### src/hw/rtl/rshe_pkg.sv
// Shared types, constants and coefficient tables for the spherical harmonic evaluator.
package rshe_pkg;

  localparam int L_MAX = 15;
  localparam int InTdataW = 48;
  localparam int OutTdataW = 24;
  localparam int CoefW = 34;
  localparam int QueueDepth = 2;
  localparam int DivSteps = 9;
  localparam int TaylorSteps = 7;

  localparam logic [30:0] PiHalfQ30 = 31'd1686629713;
  localparam logic signed [31:0] OneQ30 = 32'sd1073741824;
  localparam logic signed [35:0] InvSqrt4PiQ28 = 36'sd75724244;
  localparam logic signed [71:0] ValMax = 72'sd4194303;
  localparam logic signed [71:0] ValMin = -72'sd4194304;

  typedef logic [7:0] tdiv_t;
  localparam tdiv_t TaylorDiv [0:7] = '{8'd182, 8'd132, 8'd90, 8'd56, 8'd30, 8'd12, 8'd2,
                                         8'd1};

  typedef struct packed {
    logic        exceed;
    logic        flip;
    logic [3:0]  deg;
    logic [3:0]  ma;
    logic [15:0] polar;
    logic [15:0] azim;
  } rshe_item_t;

  typedef enum logic [3:0] {
    C_IDLE, C_ANGLE, C_SQUARE, C_INIT, C_MUL, C_LOAD, C_DIV, C_STEP, C_DONE
  } cos_state_t;

  typedef enum logic [4:0] {
    E_IDLE, E_XWAIT, E_SWAIT, E_MCHK,
    E_MA_MUL, E_MA_TAKE, E_MB_MUL, E_MB_TAKE,
    E_PA_MUL, E_PA_TAKE, E_PB_MUL, E_PB_TAKE,
    E_RCHK, E_RA_MUL, E_RA_TAKE, E_RB_MUL, E_RB_TAKE, E_RC_MUL, E_RC_TAKE,
    E_CMWAIT, E_Y_MUL, E_Y_TAKE, E_DONE
  } eng_state_t;

  typedef logic [CoefW-1:0] coef_t;
  typedef coef_t [15:0] coef_vec_t;
  typedef coef_vec_t [15:0] coef_tab_t;

  // floor(sqrt(floor(n * 2^56 / d))) in Q28
  function automatic coef_t sqrt_ratio(input logic [31:0] n, input logic [31:0] d);
    logic [87:0] num;
    logic [87:0] q;
    logic [32:0] rem;
    logic [63:0] v;
    logic [63:0] res;
    logic [63:0] bit_v;
    if (d == 32'd0) begin
      return '0;
    end
    num = {n, 56'd0};
    q = '0;
    rem = '0;
    for (int i = 87; i >= 0; i--) begin
      rem = {rem[31:0], num[i]};
      if (rem >= {1'b0, d}) begin
        rem = rem - {1'b0, d};
        q[i] = 1'b1;
      end
    end
    v = q[63:0];
    res = '0;
    bit_v = 64'h4000_0000_0000_0000;
    for (int j = 0; j < 32; j++) begin
      if (v >= res + bit_v) begin
        v = v - (res + bit_v);
        res = (res >> 1) + bit_v;
      end else begin
        res = res >> 1;
      end
      bit_v = bit_v >> 2;
    end
    return coef_t'(res);
  endfunction

  function automatic coef_vec_t build_cs();
    coef_vec_t t;
    t = '0;
    for (int k = 1; k < 16; k++) begin
      t[k] = sqrt_ratio(32'(2 * k + 1), 32'(2 * k));
    end
    return t;
  endfunction

  function automatic coef_vec_t build_c1();
    coef_vec_t t;
    t = '0;
    for (int m = 0; m < 16; m++) begin
      t[m] = sqrt_ratio(32'(2 * m + 3), 32'd1);
    end
    return t;
  endfunction

  function automatic coef_tab_t build_ca();
    coef_tab_t t;
    t = '0;
    for (int m = 0; m < 16; m++) begin
      for (int l = 0; l < 16; l++) begin
        if (l >= m + 2) begin
          t[m][l] = sqrt_ratio(32'((2 * l + 1) * (2 * l - 1)), 32'((l - m) * (l + m)));
        end
      end
    end
    return t;
  endfunction

  function automatic coef_tab_t build_cb();
    coef_tab_t t;
    t = '0;
    for (int m = 0; m < 16; m++) begin
      for (int l = 0; l < 16; l++) begin
        if (l >= m + 2) begin
          t[m][l] = sqrt_ratio(32'((2 * l + 1) * (l + m - 1) * (l - m - 1)),
                               32'((2 * l - 3) * (l - m) * (l + m)));
        end
      end
    end
    return t;
  endfunction

  localparam coef_vec_t CoefS = build_cs();
  localparam coef_vec_t CoefC1 = build_c1();
  localparam coef_tab_t CoefA = build_ca();
  localparam coef_tab_t CoefB = build_cb();

endpackage

### src/hw/rtl/rshe_front.sv
// Input classification: clamp degree, fold order sign, flag order beyond degree.
module rshe_front (
  input  logic                         s_tvalid,
  output logic                         s_tready,
  input  logic [rshe_pkg::InTdataW-1:0] s_tdata,
  input  logic                         q_full,
  output logic                         q_push,
  output rshe_pkg::rshe_item_t         q_item
);
  import rshe_pkg::*;

  logic [3:0] deg_in;
  logic [4:0] ord_in;
  logic [4:0] ma5;
  logic [3:0] deg_eff;

  always_comb begin
    deg_in = s_tdata[3:0];
    ord_in = s_tdata[8:4];
    ma5 = ord_in[4] ? 5'(-ord_in) : ord_in;
    deg_eff = (32'(deg_in) > L_MAX) ? 4'(L_MAX) : deg_in;
    q_item.exceed = ma5 > {1'b0, deg_eff};
    q_item.flip = ord_in[4] & ma5[0];
    q_item.deg = deg_eff;
    q_item.ma = ma5[3:0];
    q_item.polar = s_tdata[24:9];
    q_item.azim = s_tdata[40:25];
  end

  assign s_tready = !q_full;
  assign q_push = s_tvalid && !q_full;

endmodule

### config.mk
export PLATFORM = sky130hd
export DESIGN_NAME = rshe_front
export DESIGN_NICKNAME = d
export VERILOG_FILES = /design/src/hw/rtl/rshe_pkg.sv /design/src/hw/rtl/rshe_front.sv
export SDC_FILE = /design/constraint.sdc
export NUM_CORES = 1
export LEC_CHECK = 0
export BUFFER_PORTS_ARGS = -buffer_cell sky130_fd_sc_hd__buf_2
export CORE_ASPECT_RATIO = 0.8
export CORE_MARGIN = 2
export CORE_UTILIZATION = 28
export DETAILED_ROUTE_END_ITERATION = 8
export GPL_TIMING_DRIVEN = 1
export MAX_ROUTING_LAYER = met4
export PLACE_DENSITY = 0.89
export RECOVER_POWER = 25
export SLEW_MARGIN = 5
export SYNTH_ARGS = -nofsm -noshare
export SYNTH_HDL_FRONTEND = slang
export SYNTH_SLANG_ARGS = --single-unit
### constraint.sdc
create_clock -name vclk -period 2.25
set_input_delay 0.225 -clock vclk [all_inputs]
set_output_delay 0.225 -clock vclk [all_outputs]
set_load 0.01 [all_outputs]
==> results.ini <==
[detailed_routing]
dr.pass1.iters=1
route.detailed.drc=0
wl_um=631
routedWlPerCell_um=8.89
dr.first_iter.drc_count=0
antenna_left=0
via_per_inst=4.13
num_vias=293

[power]
leakagePower_nw=0.200
total_power_w=0.0000785
p_per_area_nw_per_um2=234
ir_drop_v=0.0000642

[global_route]
grt_start_max_net_pins=7
antenna_found_initial=0
overflow=0
grt_pass1_wl_um=883
grt_pass1_vias=244
grt_util_all_layers=0.0565

[critical_path]
cp-start-kind=input port
crit_arrival_ns=1.70
cp.required_ns=2.03
path_class=in -> out
critPathCaptureType=output pin
crit_fanout=4

[sta]
slew_viol_final=0
fin_ws_ns=0.325
slew_headroom=0.850
max_freq_ghz=0.519
rsz0062_at_grt=false
final.setup.tns_ns=0
min_period_ns=1.93
hold_violations=0
worstMarginPinSlew_ns=0.223
setup_viol=0
fin_crit_sh=0.856

[hold_path]
hp-class=in -> out
min_delay_worst_endpoint=q_item[14]
worstHoldStart=s_tdata[39]
hold_path_depth=0

[outcome]
outcome=completed

[cts]
post_cts_buffers=0
ctsHoldBuffers=0
ctsResizeCount=0

[die]
initial_core_util=0.295
dieArea_um2=2030
num_rows=13
core_um2=1590
ios=94
die_w_um=49.8
die_h_um=40.7

[synth]
ys_warn_count=0
syn_inst=63
ys_seq_area_frac=0
synth_cell_types=15
synth_area_um2=470
synth_top_cell_by_area=buf_4
synthesis.nets=118
synth.avg_cell_area_um2=7.47
netlist_top_cells_area=buf_4 (59%), ha_1 (13%), inv_1 (4.8%), xnor2_1 (3.7%), nor2b_1 (2.7%)
yosysTopAreaCellShare=0.590

[layout]
clock_buffers=0
area_delta_synth_final_pct=-28.7
fin_nets=106
diodes=0
numSequentialCells=0
register_area_um2=0
drive_gt1_frac=0.490
finalNonFillerCells=71

[placement]
dp_slack_ns=0.304
dp_hpwl_um=587
gp_congestion=0.586
port_buffers=23
place_inst=71

[run]
cap_violations=0

## layout make-up
cell class | instances | area [um^2]
inverter | 6 | 22.5
multi-input combinational | 20 | 170
timing repair buffer | 23 | 115
fill | 202 | 1260
tap | 22 | 27.5
## report_power, final
group	switching, W	total (W)	internal (W)	leakage [nW]
registers	0	0	0	0
clock network	0	0	0	0
logic	0.0000405	0.0000785	0.0000381	0.200
total	0.0000405	0.0000785	0.0000381	0.200
## cells in the mapped netlist (all sizes together)
cell	n
inv	6
o2111ai	1
buf	37
nand2b	1
nand2	2
and2	1
o21ai	1
o31ai	1
xnor2	2
nand3	1
ha	5
a21oi	1
a41o	1
nand4bb	1
nor2b	2
## metrics by stage
stage	hold slack [ns]	cell area, um^2	utilization
detailed placement	0.450	335	0.210
global placement	0.450	335	0.210
global route	0.450	335	0.210
floorplan	0.494	470	-
CTS	0.450	335	0.210
finish	0.450	335	0.210
## cells in the final DEF, fill, tap and decap left out
cell | synthesis | routed
o2111ai_1 | 1 | 1
and2_1 | 1 | 1
o31ai_2 | 1 | 1
nand2_1 | 2 | 2
a41o_1 | 1 | 1
a21oi_1 | 1 | 1
inv_1 | 6 | 6
nand4bb_1 | 1 | 1
nand3_1 | 1 | 1
buf_2 | 0 | 23
nand2b_1 | 1 | 1
xnor2_1 | 2 | 2
nor2b_1 | 2 | 2
ha_1 | 5 | 5
o21ai_0 | 1 | 1
## metal layers
layer | wire length, um | GRT usage
met3 | 63 | 0.0255
met1 | 187 | 0.0427
met4 | 4 | 0.0417
met2 | 377 | 0.113
met5 | 0 | -
## how the worst max path moves through the flow
stage                     startpoint          to  slack (ns)  depth (start not counted)
after global placement    s_tdata[4]  q_item[41]        0.34                         10
after floorplan           s_tdata[4]  q_item[41]        0.51                          8
after global routing      s_tdata[4]  q_item[41]        0.18                         10
after detailed placement  s_tdata[4]  q_item[41]        0.30                         10
after CTS                 s_tdata[4]  q_item[41]        0.30                         10
final                     s_tdata[4]  q_item[41]        0.32                         10
## logic make-up (layout without fill, tap and decap cells)
| group | count (synthesis) | count (layout) | share of synthesized area |
|---|---|---|---|
| buffers and inverters | 43 | 29 | 0.638 |
| and+or+nand+nor | 8 | 8 | 0.104 |
| adders and majority gates | 5 | 5 | 0.133 |
| AOI/OAI and AO/OA | 5 | 5 | 0.0877 |
| xor gates and xnor gates | 2 | 2 | 0.0372 |
## worst max-delay path: stages
cell       delay [ns]
buf_2            0.11
inv_1            0.06
ha_1             0.28
nand2_1          0.05
o21ai_0          0.10
ha_1             0.32
nor2b_1          0.14
o2111ai_1        0.17
nand3_1          0.10
buf_2            0.14
(Power assumes the default switching activity.)
