[config.mk]
export PLATFORM = sky130hd
export DESIGN_NAME = rshe_fifo
export DESIGN_NICKNAME = d
export VERILOG_FILES = /design/src/hw/rtl/rshe_pkg.sv /design/src/hw/rtl/rshe_fifo.sv
export SDC_FILE = /design/constraint.sdc
export NUM_CORES = 1
export LEC_CHECK = 0
export BUFFER_PORTS_ARGS = -buffer_cell sky130_fd_sc_hd__buf_4
export CORE_ASPECT_RATIO = 0.5
export CORE_UTILIZATION = 52
export CTS_CLUSTER_SIZE = 30
export DETAILED_ROUTE_END_ITERATION = 8
export MAX_ROUTING_LAYER = met4
export PLACE_DENSITY = 0.85
export SYNTH_ARGS = -nofsm -noshare
export SYNTH_HDL_FRONTEND = slang
export SYNTH_SLANG_ARGS = --single-unit
[constraint.sdc]
create_clock -name clk -period 3.97 [get_ports clk]
set_clock_uncertainty 0.15 [all_clocks]
set_input_delay 0.794 -clock clk [delete_from_list [all_inputs] [get_ports clk]]
set_output_delay 0.794 -clock clk [all_outputs]
set_load 0.005 [all_outputs]
[src/hw/rtl/rshe_pkg.sv]
// Shared types, constants and coefficient tables for the spherical harmonic evaluator.
package rshe_pkg;

  localparam int L_MAX = 15;
  localparam int InTdataW = 48;
  localparam int OutTdataW = 24;
  localparam int CoefW = 34;
  localparam int QueueDepth = 2;
  localparam int DivSteps = 9;
  localparam int TaylorSteps = 7;

  localparam logic [30:0] PiHalfQ30 = 31'd1686629713;
  localparam logic signed [31:0] OneQ30 = 32'sd1073741824;
  localparam logic signed [35:0] InvSqrt4PiQ28 = 36'sd75724244;
  localparam logic signed [71:0] ValMax = 72'sd4194303;
  localparam logic signed [71:0] ValMin = -72'sd4194304;

  typedef logic [7:0] tdiv_t;
  localparam tdiv_t TaylorDiv [0:7] = '{8'd182, 8'd132, 8'd90, 8'd56, 8'd30, 8'd12, 8'd2,
                                         8'd1};

  typedef struct packed {
    logic        exceed;
    logic        flip;
    logic [3:0]  deg;
    logic [3:0]  ma;
    logic [15:0] polar;
    logic [15:0] azim;
  } rshe_item_t;

  typedef enum logic [3:0] {
    C_IDLE, C_ANGLE, C_SQUARE, C_INIT, C_MUL, C_LOAD, C_DIV, C_STEP, C_DONE
  } cos_state_t;

  typedef enum logic [4:0] {
    E_IDLE, E_XWAIT, E_SWAIT, E_MCHK,
    E_MA_MUL, E_MA_TAKE, E_MB_MUL, E_MB_TAKE,
    E_PA_MUL, E_PA_TAKE, E_PB_MUL, E_PB_TAKE,
    E_RCHK, E_RA_MUL, E_RA_TAKE, E_RB_MUL, E_RB_TAKE, E_RC_MUL, E_RC_TAKE,
    E_CMWAIT, E_Y_MUL, E_Y_TAKE, E_DONE
  } eng_state_t;

  typedef logic [CoefW-1:0] coef_t;
  typedef coef_t [15:0] coef_vec_t;
  typedef coef_vec_t [15:0] coef_tab_t;

  // floor(sqrt(floor(n * 2^56 / d))) in Q28
  function automatic coef_t sqrt_ratio(input logic [31:0] n, input logic [31:0] d);
    logic [87:0] num;
    logic [87:0] q;
    logic [32:0] rem;
    logic [63:0] v;
    logic [63:0] res;
    logic [63:0] bit_v;
    if (d == 32'd0) begin
      return '0;
    end
    num = {n, 56'd0};
    q = '0;
    rem = '0;
    for (int i = 87; i >= 0; i--) begin
      rem = {rem[31:0], num[i]};
      if (rem >= {1'b0, d}) begin
        rem = rem - {1'b0, d};
        q[i] = 1'b1;
      end
    end
    v = q[63:0];
    res = '0;
    bit_v = 64'h4000_0000_0000_0000;
    for (int j = 0; j < 32; j++) begin
      if (v >= res + bit_v) begin
        v = v - (res + bit_v);
        res = (res >> 1) + bit_v;
      end else begin
        res = res >> 1;
      end
      bit_v = bit_v >> 2;
    end
    return coef_t'(res);
  endfunction

  function automatic coef_vec_t build_cs();
    coef_vec_t t;
    t = '0;
    for (int k = 1; k < 16; k++) begin
      t[k] = sqrt_ratio(32'(2 * k + 1), 32'(2 * k));
    end
    return t;
  endfunction

  function automatic coef_vec_t build_c1();
    coef_vec_t t;
    t = '0;
    for (int m = 0; m < 16; m++) begin
      t[m] = sqrt_ratio(32'(2 * m + 3), 32'd1);
    end
    return t;
  endfunction

  function automatic coef_tab_t build_ca();
    coef_tab_t t;
    t = '0;
    for (int m = 0; m < 16; m++) begin
      for (int l = 0; l < 16; l++) begin
        if (l >= m + 2) begin
          t[m][l] = sqrt_ratio(32'((2 * l + 1) * (2 * l - 1)), 32'((l - m) * (l + m)));
        end
      end
    end
    return t;
  endfunction

  function automatic coef_tab_t build_cb();
    coef_tab_t t;
    t = '0;
    for (int m = 0; m < 16; m++) begin
      for (int l = 0; l < 16; l++) begin
        if (l >= m + 2) begin
          t[m][l] = sqrt_ratio(32'((2 * l + 1) * (l + m - 1) * (l - m - 1)),
                               32'((2 * l - 3) * (l - m) * (l + m)));
        end
      end
    end
    return t;
  endfunction

  localparam coef_vec_t CoefS = build_cs();
  localparam coef_vec_t CoefC1 = build_c1();
  localparam coef_tab_t CoefA = build_ca();
  localparam coef_tab_t CoefB = build_cb();

endpackage

[src/hw/rtl/rshe_fifo.sv]
// Two-entry item queue between front and engine.
module rshe_fifo (
  input  logic                 clk,
  input  logic                 rst,
  input  logic                 push,
  input  rshe_pkg::rshe_item_t push_item,
  output logic                 full,
  input  logic                 pop,
  output logic                 valid,
  output rshe_pkg::rshe_item_t head
);
  import rshe_pkg::*;

  rshe_item_t mem [QueueDepth];
  logic       wr_ptr;
  logic       rd_ptr;
  logic [1:0] count;

  assign full = count == 2'(QueueDepth);
  assign valid = count != 2'd0;
  assign head = mem[rd_ptr];

  always_ff @(posedge clk) begin
    if (push) begin
      mem[wr_ptr] <= push_item;
    end
  end

  always_ff @(posedge clk) begin
    if (rst) begin
      wr_ptr <= 1'b0;
      rd_ptr <= 1'b0;
      count <= 2'd0;
    end else begin
      if (push) begin
        wr_ptr <= !wr_ptr;
      end
      if (pop) begin
        rd_ptr <= !rd_ptr;
      end
      count <= count + 2'(push) - 2'(pop);
    end
  end

endmodule

==> results of run 1 <==
-- power by group --
group	internal (uW)	switching (uW)
clock network	547	321
registers	1100	30.9
logic	185	101
total	1830	453
-- worst max-delay path by stage --
stage / startpoint / end / cells after the start
after floorplan: push / mem[0][0]$_DFFE_PP_ / 1
after global placement: flip-flop / head[39] / 3
after detailed placement: flip-flop / head[35] / 3
after CTS: flip-flop / head[35] / 3
after global routing: flip-flop / head[15] / 3
final: flip-flop / head[35] / 3
-- metrics by stage --
| stage | area, um^2 | instances | worst slack, ns | utilization, % |
|---|---|---|---|---|
| 6_report | 4490 | 342 | 1.12 | 72.1 |
| 5_1_grt | 4490 | 342 | 1.05 | 72.1 |
| 4_1_cts | 4490 | 342 | 1.08 | 72.1 |
| 3_5_place_dp | 4180 | 326 | 1.44 | 67.1 |
| 3_3_place_gp | 4180 | 326 | 1.49 | 67.1 |
| 2_1_floorplan | 3460 | 152 | 0.705 | - |
-- cells in the mapped netlist --
library cell   n
edfxtp_1      84
mux2_4        40
dfxtp_1        5
buf_12         4
nor2_1         4
nor2b_1        3
ha_1           2
inv_1          2
mux2_2         2
xnor2_1        2
and2_1         1
buf_6          1
or2_2          1
xnor3_1        1
-- state kept, by name (all words and copies together) (netlist names), named ones only --
signal,flops
wr_ptr,1
rd_ptr,1
count,2
mem,84
-- kinds of logic (layout without fill, tap and decap cells) --
logic type / count (synthesis) / in the layout
adders and majority gates: 2 / 2
xor gates and xnor gates: 3 / 3
and+or+nand+nor: 9 / 9
muxes: 42 / 42
buffers and inverters: 7 / 109
DFF: 89 / 89
-- worst reg2reg max path, delay by kind of cell, from the launching register on --
kind | cells | cell delay, ns
flops | 1 | 0.35
buf+inv | 1 | 0.39
simple gates | 1 | 0.65
-- cell usage in the layout, fill, tap and decap left out --
master      count
nor2_1          4
clkbuf_16       9
ha_1            2
nor2b_1         2
edfxtp_1       84
xnor3_1         1
clkinvlp_4      1
buf_12          1
clkbuf_1        1
or2_2           1
xnor2_1         2
nor2b_4         1
buf_4          90
bufinv_16       2
inv_1           2
and2_2          1
dfxtp_2         1
mux2_2          2
clkinv_2        3
mux2_4         40
dfxtp_1         4
-- area by class of cell --
class	instances	area, um^2	share of cell area [%]
Sequential cell	89	2620	58.4
Multi-Input combinational cell	56	743	16.5
Tap cell	88	110	2.45
Timing Repair Buffer	91	696	15.5
Inverter	2	7.51	0.167
Clock inverter	6	82.6	1.84
Clock buffer	10	229	5.10
-- layer usage --
metal / GRT usage, % / wire length [um]
met3: 6.24 / 266
met2: 32.7 / 3260
met4: 9.22 / 76
met5: - / 0
met1: 18.4 / 2140
==> results.sh, run 1 <==
export IMPL_whs_ns=0.412
export IMPL_grt_antenna_before_repair=0
export IMPL_yosys_area_share_xor_xnor_pct=1.16
export IMPL_powerDensity_nw_per_um2=508
export IMPL_critPathCaptureType="output port"
export IMPL_worst_ep_arrival_time_ns=1.91
export IMPL_netlist_instances=152
export IMPL_tightestPinTransition_ns=1.03
export IMPL_hold_viol=0
export IMPL_yosysSeqAreaShare_pct=75.9
export IMPL_firstDrtPassIters=4
export IMPL_synth_compound_area_share_pct=0
export IMPL_cts_hold_buf=0
export IMPL_reg2reg_from="wr_ptr$_SDFFE_PP0P_"
export IMPL_syn_nets=200
export IMPL_slew_headroom_pct=31.4
export IMPL_cts_setup_buffers=0
export IMPL_crit_path_cell_trace="buf_12 -> mux2_4 -> buf_4"
export IMPL_synth_top_family_by_area="multiplexers"
export IMPL_finalSetupViolCount=0
export IMPL_fp_dieArea_um2=7000
export IMPL_cp_top_family="flip-flops"
export IMPL_hold_start="rd_ptr$_SDFFE_PP0P_"
export IMPL_fmax_mhz=351
export IMPL_synth_area_leaders="edfxtp_1 (73%), mux2_4 (17%), dfxtp_1 (2.9%)"
export IMPL_drt_iter0_drc=60
export IMPL_synth_top_area_cell="edfxtp_1"
export IMPL_finalPower_uw=2280
export IMPL_diodes=0
export IMPL_vias_per_cell=4.83
export IMPL_grt_usage_pct=18.4
export IMPL_synth_cell_types=14
export IMPL_vias=1651
export IMPL_drc=0
export IMPL_ir_worst_vdd_mv=0.353
export IMPL_coreArea_um2=6230
export IMPL_hp_class="flip-flop to flip-flop"
export IMPL_cts_inserted_buffers=9
export IMPL_cp_required_ns=3.03
export IMPL_drtAntennaViolNets=0
export IMPL_drv_slew=0
export IMPL_fin_crit_ns=2.85
export IMPL_num_fill_cells=391
export IMPL_pin_count=90
export IMPL_critPathBufInv=2
export IMPL_crit_slowest_cell="dfxtp_2"
export IMPL_syn_to_final_growth_pct=30.0
export IMPL_max_stage_delay_ns=0.81
export IMPL_avgRoutedWirePerCell_um=16.8
export IMPL_gr_total_overflow=0
export IMPL_htree_levels=3
export IMPL_clkTransAtPathRegs_ns=0.06
export IMPL_synth_area_per_cell_um2=22.7
export IMPL_die_h_um=59.6
export IMPL_synthAdderAreaFrac_pct=0.724
export IMPL_grt_pass1_wl_um=8420
export IMPL_rr_worst_depth=2
export IMPL_synthMuxAreaShare_pct=18.0
export IMPL_cts_resized_gates=0
export IMPL_hold_depth=2
export IMPL_synth_area_um2=3460
export IMPL_clockRootBuffer="clkbuf_16"
export IMPL_cts_buffer_depth=2
export IMPL_cts_tree="built"
export IMPL_routabilityCongestion=0.667
export IMPL_r2r_end="mem[0][21]$_DFFE_PP_"
export IMPL_reg2reg_slack_ns=2.11
export IMPL_critPathLaunchType="flip-flop"
export IMPL_cap_violations=0
export IMPL_min_to="rd_ptr$_SDFFE_PP0P_"
export IMPL_clk_latency_ns=0.33
export IMPL_io_buffer_count=89
export IMPL_synth_seq_cells=89
export IMPL_grt_start_max_net_pins=43
export IMPL_chipWidth_um=117
export IMPL_ys_warn_count=0
export IMPL_placementRows=20
export IMPL_wl_um=5740
export IMPL_crit_type="flip-flop to output port"
export IMPL_synth_top_area_share_pct=73.0
export IMPL_start_util_pct=55.5
export IMPL_grt_pass1_vias=1736
export IMPL_yosys_area_share_simple_pct=1.34
export IMPL_leakage_uw=0.00180
export IMPL_nNetsFinal=297
export IMPL_cts_num_sinks=89
export IMPL_crit_fanout=22
export IMPL_layout_drive_gt1_share_pct=59.8
export IMPL_rsz0062_at_grt="false"
export IMPL_period_share_pct=71.8
export IMPL_outcome="finished, final reports clean"
export IMPL_finalSetupTns_ns=0
No activity file was read; power rests on OpenSTA's default activity.
==> run 2, diff against run 1 <==
==> constraint.sdc (replaced) <==
create_clock -name clk -period 2.9 [get_ports clk]
set_clock_uncertainty 0.15 [all_clocks]
set_input_delay 0.58 -clock clk [delete_from_list [all_inputs] [get_ports clk]]
set_output_delay 0.58 -clock clk [all_outputs]
set_load 0.005 [all_outputs]
==> run 2 against run 1 <==
Compared with the run above:
- flip-flop and latch count unchanged
- power is 33% higher
- via count down 0.42%
- global-route usage down 1.9 points
- critical path depth did not move
- cell count up 0.58%
- setup slack got worse by 0.46 ns
- first-iteration DRC count is 12% higher
- clock power up 28%
- sequential power rose by 35%
==> results.sh, run 2 (synthesis results as in run 1) <==
export IMPL_outcome="finished, final reports clean"
export IMPL_cts_tree="built"
export IMPL_htree_levels=3
export IMPL_routabilityCongestion=0.744
export IMPL_cts_buffer_depth=2
export IMPL_placementRows=20
export IMPL_fp_dieArea_um2=7000
export IMPL_critPathCaptureType="output port"
export IMPL_pin_count=90
export IMPL_p_seq_share_pct=50.2
export IMPL_powerDensity_nw_per_um2=676
export IMPL_hold_viol=0
export IMPL_cp_required_ns=2.17
export IMPL_clkTransAtPathRegs_ns=0.06
export IMPL_coreArea_um2=6230
export IMPL_crit_path_cell_trace="buf_4 -> mux2_2 -> buf_4"
export IMPL_largest_reg_flops=84
export IMPL_swShare_pct=20.3
export IMPL_cap_violations=0
export IMPL_reg2reg_from="wr_ptr$_SDFFE_PP0P_"
export IMPL_avgRoutedWirePerCell_um=15.7
export IMPL_cts_inserted_buffers=9
export IMPL_tightestPinTransition_ns=0.565
export IMPL_critPathBufInv=2
export IMPL_diodes=0
export IMPL_clk_latency_ns=0.32
export IMPL_nNetsFinal=299
export IMPL_finalSetupTns_ns=0
export IMPL_fmax_mhz=446
export IMPL_final_cell_mix="buf_4 (92), edfxtp_1 (84), mux2_4 (40)"
export IMPL_grt_antenna_before_repair=0
export IMPL_clockRootBuffer="clkbuf_16"
export IMPL_layout_drive_gt1_share_pct=60.2
export IMPL_period_share_pct=77.3
export IMPL_cts_resized_gates=0
export IMPL_start_util_pct=55.5
export IMPL_hold_depth=1
export IMPL_power_internal_uw=2420
export IMPL_min_to="mem[1][39]$_DFFE_PP_"
export IMPL_die_h_um=59.6
export IMPL_hp_class="input pin to flip-flop"
export IMPL_finalSetupViolCount=0
export IMPL_crit_type="flip-flop to output port"
export IMPL_io_buffer_count=89
export IMPL_fin_crit_ns=2.24
export IMPL_drtAntennaViolNets=0
export IMPL_grt_pass1_vias=1609
export IMPL_grt_pass1_wl_um=7770
export IMPL_gr_total_overflow=0
export IMPL_grt_start_max_net_pins=43
export IMPL_crit_slowest_cell="mux2_2"
export IMPL_comb_power_share_pct=13.3
export IMPL_rr_worst_depth=2
export IMPL_critPathLaunchType="flip-flop"
export IMPL_cts_hold_buf=0
export IMPL_max_flop_register="mem"
export IMPL_crit_path_frequent_cell="buf_4"
export IMPL_leakage_uw=0.00180
export IMPL_reg2reg_slack_ns=1.25
export IMPL_cts_setup_buffers=0
export IMPL_hold_start="push_item[39]"
export IMPL_cp_top_family="buffers and inverters"
export IMPL_drv_slew=0
export IMPL_crit_fanout=20
export IMPL_max_stage_delay_ns=0.39
export IMPL_final_common_cell="buf_4"
export IMPL_ir_worst_vdd_mv=0.517
export IMPL_drc=0
export IMPL_worst_ep_arrival_time_ns=1.51
export IMPL_wl_um=5410
export IMPL_chipWidth_um=117
export IMPL_drt_iter0_drc=67
export IMPL_firstDrtPassIters=4
export IMPL_reg_largest_list="mem: 84 flops, count: 2 flops"
export IMPL_cts_num_sinks=89
export IMPL_r2r_end="mem[1][12]$_DFFE_PP_"
export IMPL_vias=1644
export IMPL_whs_ns=0.285
export IMPL_grt_usage_pct=16.5
export IMPL_multi_input_area_um2=743
export IMPL_clkPwrFrac_pct=36.5
export IMPL_rsz0062_at_grt="false"
export IMPL_syn_to_final_growth_pct=29.9
export IMPL_switchingPower_uw=617
export IMPL_regArea_um2=2620
export IMPL_slew_headroom_pct=62.3
export IMPL_num_fill_cells=390
export IMPL_vias_per_cell=4.78
[run 2: cell types whose count changed in the layout (fill, tap and decap cells not counted), sizes merged]
cell / before / now
bufinv: 2 / 1
clkinv: 3 / 5
clkinvlp: 1 / 0
inv: 2 / 3
buf: 91 / 93
clkbuf: 10 / 9
[run 2: how the worst max path moves through the flow]
stage	endpoint	startpoint	slack (ns)	depth (start not counted)
3_3_place_gp	mem[1][11]$_DFFE_PP_	push	1.01	3
2_1_floorplan	mem[0][0]$_DFFE_PP_	push	0.63	1
5_1_grt	head[0]	flip-flop	0.60	3
4_1_cts	head[0]	flip-flop	0.64	3
3_5_place_dp	mem[1][18]$_DFFE_PP_	push	0.97	3
6_report	head[0]	flip-flop	0.66	3
[run 2: area by class of cell]
class | instances | share of cell area, %
clock inverters | 7 | 1.56
inverters | 2 | 0.167
multi-input cells | 56 | 16.6
flip-flops and latches | 89 | 58.4
well taps | 88 | 2.45
clock buffers | 9 | 5.02
repair buffers | 93 | 15.8
[run 2: through the flow]
| stage | cells | util, % | instance area, um^2 | setup WS, ns | total power, uW |
|---|---|---|---|---|---|
| after floorplan | 152 | - | 3460 | 0.631 | 1780 |
| after global placement | 328 | 67.3 | 4200 | 1.01 | 1950 |
| after detailed placement | 328 | 67.3 | 4200 | 0.975 | 1960 |
| after CTS | 344 | 72.1 | 4490 | 0.638 | 3070 |
| after global routing | 344 | 72.1 | 4490 | 0.597 | 3160 |
| final | 344 | 72.1 | 4490 | 0.657 | 3040 |
[run 2: power by group through the flow]
stage	Clock (uW)	Combinational [uW]	Sequential, uW
finish	1110	405	1520
global route	1190	437	1530
CTS	1130	414	1530
detailed placement	0	411	1550
global placement	0	399	1550
floorplan	0	235	1550
[run 2: metal layers]
metal  routed length, um  GRT usage [%]
met1                2170           17.6
met2                2930           28.7
met3                 241           5.62
met4                  59           6.51
met5                   0              -
